**src/hw/rtl/cpr_pkg.sv**
```systemverilog
`default_nettype none
package cpr_pkg;

	localparam int SAMPLE_W = 16;
	localparam int COEF_W = 18;
	localparam int COEF_XW = COEF_W + 1;
	localparam int STATE_W = 32;
	localparam int PROD_W = STATE_W + COEF_XW;
	localparam int PSUM_W = PROD_W + 1;
	localparam int SUM_W = PSUM_W + 1;

	localparam int COEF_FRAC_BITS = 16;
	localparam int STATE_FRAC_BITS = 8;

	localparam int CFG_IDX_W = 1;
	localparam logic [CFG_IDX_W-1:0] REG_COEF_RE = 1'd0;
	localparam logic [CFG_IDX_W-1:0] REG_COEF_IM = 1'd1;

	typedef struct packed {
		logic signed [STATE_W-1:0] re;
		logic signed [STATE_W-1:0] im;
	} cplx_t;

	typedef struct packed {
		logic signed [COEF_XW-1:0] re;
		logic signed [COEF_XW-1:0] im;
		logic signed [COEF_XW-1:0] im_conj;
	} coef_t;

	function automatic logic signed [STATE_W-1:0] sat(input logic signed [SUM_W-1:0] v);
		logic signed [SUM_W-1:0] hi;
		logic signed [SUM_W-1:0] lo;
		hi = SUM_W'({1'b0, {(STATE_W-1){1'b1}}});
		lo = -hi - SUM_W'(1);
		if (v > hi) begin
			sat = hi[STATE_W-1:0];
		end else if (v < lo) begin
			sat = lo[STATE_W-1:0];
		end else begin
			sat = v[STATE_W-1:0];
		end
	endfunction

endpackage
`default_nettype wire

```
**src/hw/rtl/cpr_cfg.sv**
```systemverilog
`default_nettype none
module cpr_cfg (
	input wire logic clk,
	input wire logic arst_n,
	input wire logic cfg_we,
	input wire logic [cpr_pkg::CFG_IDX_W-1:0] cfg_idx,
	input wire logic [cpr_pkg::COEF_W-1:0] cfg_data,
	output cpr_pkg::coef_t coef
);

	logic signed [cpr_pkg::COEF_W-1:0] coef_re_q;
	logic signed [cpr_pkg::COEF_W-1:0] coef_im_q;

	always_ff @(posedge clk or negedge arst_n) begin
		if (!arst_n) begin
			coef_re_q <= '0;
			coef_im_q <= '0;
		end else if (cfg_we) begin
			case (cfg_idx)
				cpr_pkg::REG_COEF_RE: coef_re_q <= cfg_data;
				cpr_pkg::REG_COEF_IM: coef_im_q <= cfg_data;
				default: ;
			endcase
		end
	end

	// one extra bit so the conjugate of the most negative value stays exact
	always_comb begin
		coef.re = cpr_pkg::COEF_XW'(coef_re_q);
		coef.im = cpr_pkg::COEF_XW'(coef_im_q);
		coef.im_conj = -cpr_pkg::COEF_XW'(coef_im_q);
	end

endmodule
`default_nettype wire

```
**config.mk**
```make
export PLATFORM = sky130hd
export DESIGN_NAME = cpr_cfg
export DESIGN_NICKNAME = d
export VERILOG_FILES = /design/src/hw/rtl/cpr_pkg.sv /design/src/hw/rtl/cpr_cfg.sv
export SDC_FILE = /design/constraint.sdc
export NUM_CORES = 1
export LEC_CHECK = 0
export ABC_CLOCK_PERIOD_IN_PS = 1800
export BUFFER_PORTS_ARGS = -buffer_cell sky130_fd_sc_hd__buf_4
export CAP_MARGIN = 30
export CORE_MARGIN = 8
export CORE_UTILIZATION = 48
export CTS_BUF_LIST = sky130_fd_sc_hd__clkbuf_8
export CTS_CLUSTER_SIZE = 28
export DETAILED_ROUTE_END_ITERATION = 8
export PLACE_DENSITY = 0.84
export SYNTH_ARGS = -nofsm -noshare
export SYNTH_HDL_FRONTEND = slang
export SYNTH_SLANG_ARGS = --single-unit
```
**constraint.sdc**
```tcl
create_clock -name clk -period 1.8 [get_ports clk]
set_input_delay 0 -clock clk [delete_from_list [all_inputs] [get_ports clk]]
set_output_delay 0 -clock clk [all_outputs]
set_load 0.05 [all_outputs]
```
# Yosys cells after proc, flatten, opt, wreduce, memory -nomap -nowiden
# Cells that the tools add are included.
# totals
ff_bits	36
inputBits	22
output_inout_bits	57
wordCells	6
# classes
add_sub_neg	1
bitwise	1
n_reduce_logical	2
# op_table
operator	count
18-bit negation with 19-bit output	1
2-bit AND reduction	2
1-bit inverter	1

# Logic depth before layout (Yosys ltp)
# depth
word_depth	2
ltp_mapped	6
ltp_nobuf	6

# Least setup slack after synthesis
# OpenSTA, ideal clock, no wires.
# synth_timing
path_type	register to output
start	reg coef_im_q[0] in the netlist's numbering
end	out coef[16] in the netlist's numbering
arrival_time_ps	2358
t_required_ps	1800
setup_slack_ps	-558
path_stages_with_launch	7
path_buffers	0
cell_sequence	dfrtp_1 -> inv_1 -> ha_1 -> nor3b_1 -> nand4_1 -> o31a_2 -> nor2_1
# synth_rtl
item	line_no	rtl
from (decl)	cpr_cfg.sv:12	logic signed [cpr_pkg::COEF_W-1:0] coef_im_q;
from (signal assigned)	cpr_cfg.sv:21	cpr_pkg::REG_COEF_IM: coef_im_q <= cfg_data;
to (decl)	cpr_cfg.sv:8	output cpr_pkg::coef_t coef

==> metrics.md <==
| Metric | Value |
|---|---|
| Outcome | `complete, but fails checks` |
| Failing checks | `negative setup slack` |
| Min Tclk post-route | `2.049 ns` |
| Worst Path Class, Setup | `flip-flop to output pin` |
| Flop-to-flop setup slack | `0.63 ns` |
| EDFF count, synth | `0` |
| Clock skew | `0 ns` |
| Placed insts | `256` |
| Final TNS setup | `-1.783 ns` |
| Critical Path Source Type | `flip-flop` |
| Die height | `75.32 um` |
| Root buf cell | `clkbuf_8` |
| Fin crit share | `1.138` |
| Slowest Stage Delay on Critical Path | `0.49 ns` |
| Non-Filler Instances | `299` |
| Synth top area share | `0.5333` |
| Synthesized flop and latch total | `36` |
| TritonCTS clock tree | `built` |
| Multiplexer share of the synthesized area | `0.2400` |
| Yosys cell types | `22` |
| I/O Pins | `79` |
| Worst Max-Slew Pin Slew | `0.4483 ns` |
| Max-Cap Viols | `0` |
| Total iterations of the first detailed-routing run | `4` |
| Number of CTS-inserted buffers | `5` |
| Nets | `275` |
| Via Count | `1515` |
| Post-Syn Nets | `149` |
| FP Rows | `21` |
| Leakage | `1.352 nW` |
| Max Slew Vio Count | `0` |
| Core Footprint | `3363 sq um` |
| Die area | `5673 sq um` |
| Worst-path maximum fanout | `6` |
| Crit-path cells | `nor4_4 -> buf_4 -> nand4_1 -> nor2_2 -> xnor2_2 -> buf_6` |
| Mapped Avg Cell Area | `13.41 sq um` |
| Worst Path Required | `1.80 ns` |
| XOR/XNOR share of the synthesized area | `0.07778` |
| Antenna Nets Post-Route | `0` |
| Initial antenna violation count | `0` |
| Post-synthesis cell count | `126` |
| Syn-to-layout area delta | `78.15%` |
| Peak supply drop | `0.0008530 V` |
| Tot GR Track Use | `0.2104` |
| Synth Cell Area | `1689 sq um` |
| Yosys warnings | `0` |
| Worst EP arrival | `2.05 ns` |
| PortBufs | `78` |
| Slew HR | `0.7011` |
| Synth area leader | `dfrtp_1` |
| Remaining Overflow, GRT | `0` |
| Max Fclk | `0.4880 GHz` |
| Synth Flop Type | `dfrtp_1` |
| Async SR Flop Fraction | `1.000` |
| Die Wd | `75.32 um` |
| Area contributors post-synth | `dfrtp_1 (53%), mux2_2 (24%), xor2_1 (4.7%)` |
| Clock latency on the worst-skew pair | `0.29 ns` |
| Clock Path Buffers | `2` |
| Slack of the critical path | `-0.2492 ns` |
| Main combinational cell family by area after synthesis | `multiplexers` |
| H-Tree Depth | `2` |
| Synth cell count leaders | `dfrtp_1 (36), mux2_2 (36), xor2_1 (9)` |
| Slowest CP cell | `dfrtp_2` |
| Fillers | `161` |
| Vias per cell | `5.067` |
| Fraction of layout instances using a drive strength above 1 | `0.7352` |
| First-pass GRT wire length | `8825 um` |
| GPL Wtd Cong | `0.7782` |
| DRC Markers | `0` |
| Synth Area in Compound Gates | `0.005926` |
| Simple-gate share of the synthesized area | `0.1089` |
| Number of global-route vias before repair | `1733` |
| Detailed Place HPWL | `3594 um` |
| Diode count | `0` |
| Iter 0 DRT Violations | `28` |
| Clock Sinks | `36` |
| DR WL/cell | `20.01 um` |
| PwrDens | `1151 nW/um^2` |
| Initial Util | `0.5022` |
| Routed WL | `5983 um` |
| Unrepaired setup endpoints after global routing | `true` |
| Hold crit path type | `input port to flip-flop` |
| Final Hold Viols | `0` |
| Finish-stage setup viols | `11` |
| Synth Area in Adders | `0.007407` |
| Post-synthesis sequential area ratio | `0.5333` |
| Largest net degree at the start of global routing | `37` |
| Critical Path End Type | `output pin` |
| Clk slew on worst S/H paths | `0.08 ns` |
==> flip-flops by register name (all words and copies together), names as in the netlist <==
| register | flops |
|---|---|
| coef_re_q | 18 |
| coef_im_q | 18 |
==> cell type report <==
cell class,count,area [sq um],share of cell area
clock inverters,3,42.54,0.01414
clock buffers,5,68.82,0.02287
well taps,46,57.56,0.01913
multi-input cells,82,888.4,0.2952
inverters,2,7.507,0.002495
repair buffers,125,1035,0.3439
flip-flops and latches,36,909.6,0.3023
==> final timing paths <==
path	start	end	cells past startpoint
worst max-delay path	coef_im_q[5]	coef[17]	6
worst min-delay path	cfg_idx	coef_re_q[15]	3
worst max register to register	coef_im_q[0]	coef_im_q[0]	4
worst min register to register	coef_re_q[2]	coef_re_q[2]	1
max in group asynchronous	arst_n	coef_im_q[4]	2
min in group asynchronous	arst_n	coef_im_q[16]	2
==> layout by cell type, fill, tap and decap left out, types with 2 or more instances in the layout <==
| cell type | instances |
|---|---|
| xor2_2 | 3 |
| or3_4 | 4 |
| dfrtp_2 | 7 |
| xnor2_2 | 4 |
| mux2_2 | 36 |
| nor3_2 | 2 |
| buf_6 | 11 |
| xnor2_1 | 2 |
| nor2_4 | 2 |
| nor2_2 | 4 |
| nand3_1 | 2 |
| nor2_1 | 3 |
| xor2_1 | 5 |
| inv_2 | 2 |
| nand4_1 | 2 |
| clkbuf_8 | 5 |
| buf_4 | 94 |
| nand2_1 | 3 |
| dlygate4sd3_1 | 19 |
| dfrtp_1 | 29 |
==> power by group <==
group          leakage, nW  internal (W)  total [W]  switching (W)
Sequential           0.415      0.000933    0.00106       0.000130
Combinational        0.882      0.000608    0.00168        0.00107
Clock               0.0541      0.000410   0.000718       0.000308
Total                 1.35       0.00195    0.00346        0.00151
==> critical path, delay by kind of cell (launching register included) <==
family	cells	cell delay, ns
and+or+nand+nor	3	0.76
DFF	1	0.49
buffers and inverters	2	0.35
xor gates and xnor gates	1	0.14
==> timing repair <==
action                     4_1_cts  5_1_grt
hold endpoints to repair        72        0
buffers inserted                 8       11
pin swaps                        9       11
gates resized for setup         18       10
setup endpoints to repair       10       10
hold buffers                    19        0
==> layer usage <==
layer  track usage  up-vias  wire [um]
li1              -      685          -
met1        0.2065      754       2121
met2        0.3893       61       3284
met3       0.06053       15        419
met4        0.1109        0        157
met5             0        -          0
==> per-stage QoR <==
stage / utilization / worst slack (ns) / cell area, sq um / hold WS [ns] / power [W]
2_1_floorplan: - / -0.1146 / 1780 / -0.2956 / 0.002077
3_3_place_gp: 0.7370 / 0.06703 / 2479 / -0.02693 / 0.002550
3_5_place_dp: 0.7370 / -0.07339 / 2479 / -0.01876 / 0.002579
4_1_cts: 0.8627 / -0.2026 / 2902 / 0.1195 / 0.003387
5_1_grt: 0.8947 / -0.3322 / 3009 / 0.1222 / 0.003577
6_report: 0.8947 / -0.2492 / 3009 / 0.1278 / 0.003463
==> logic make-up after synthesis <==
group                      after synthesis
AOI/OAI and AO/OA                        1
xor gates and xnor gates                15
adders and majority gates                1
buffers and inverters                    8
DFF                                     36
muxes                                   36
and+or+nand+nor                         29
(Power assumes the default switching activity.)
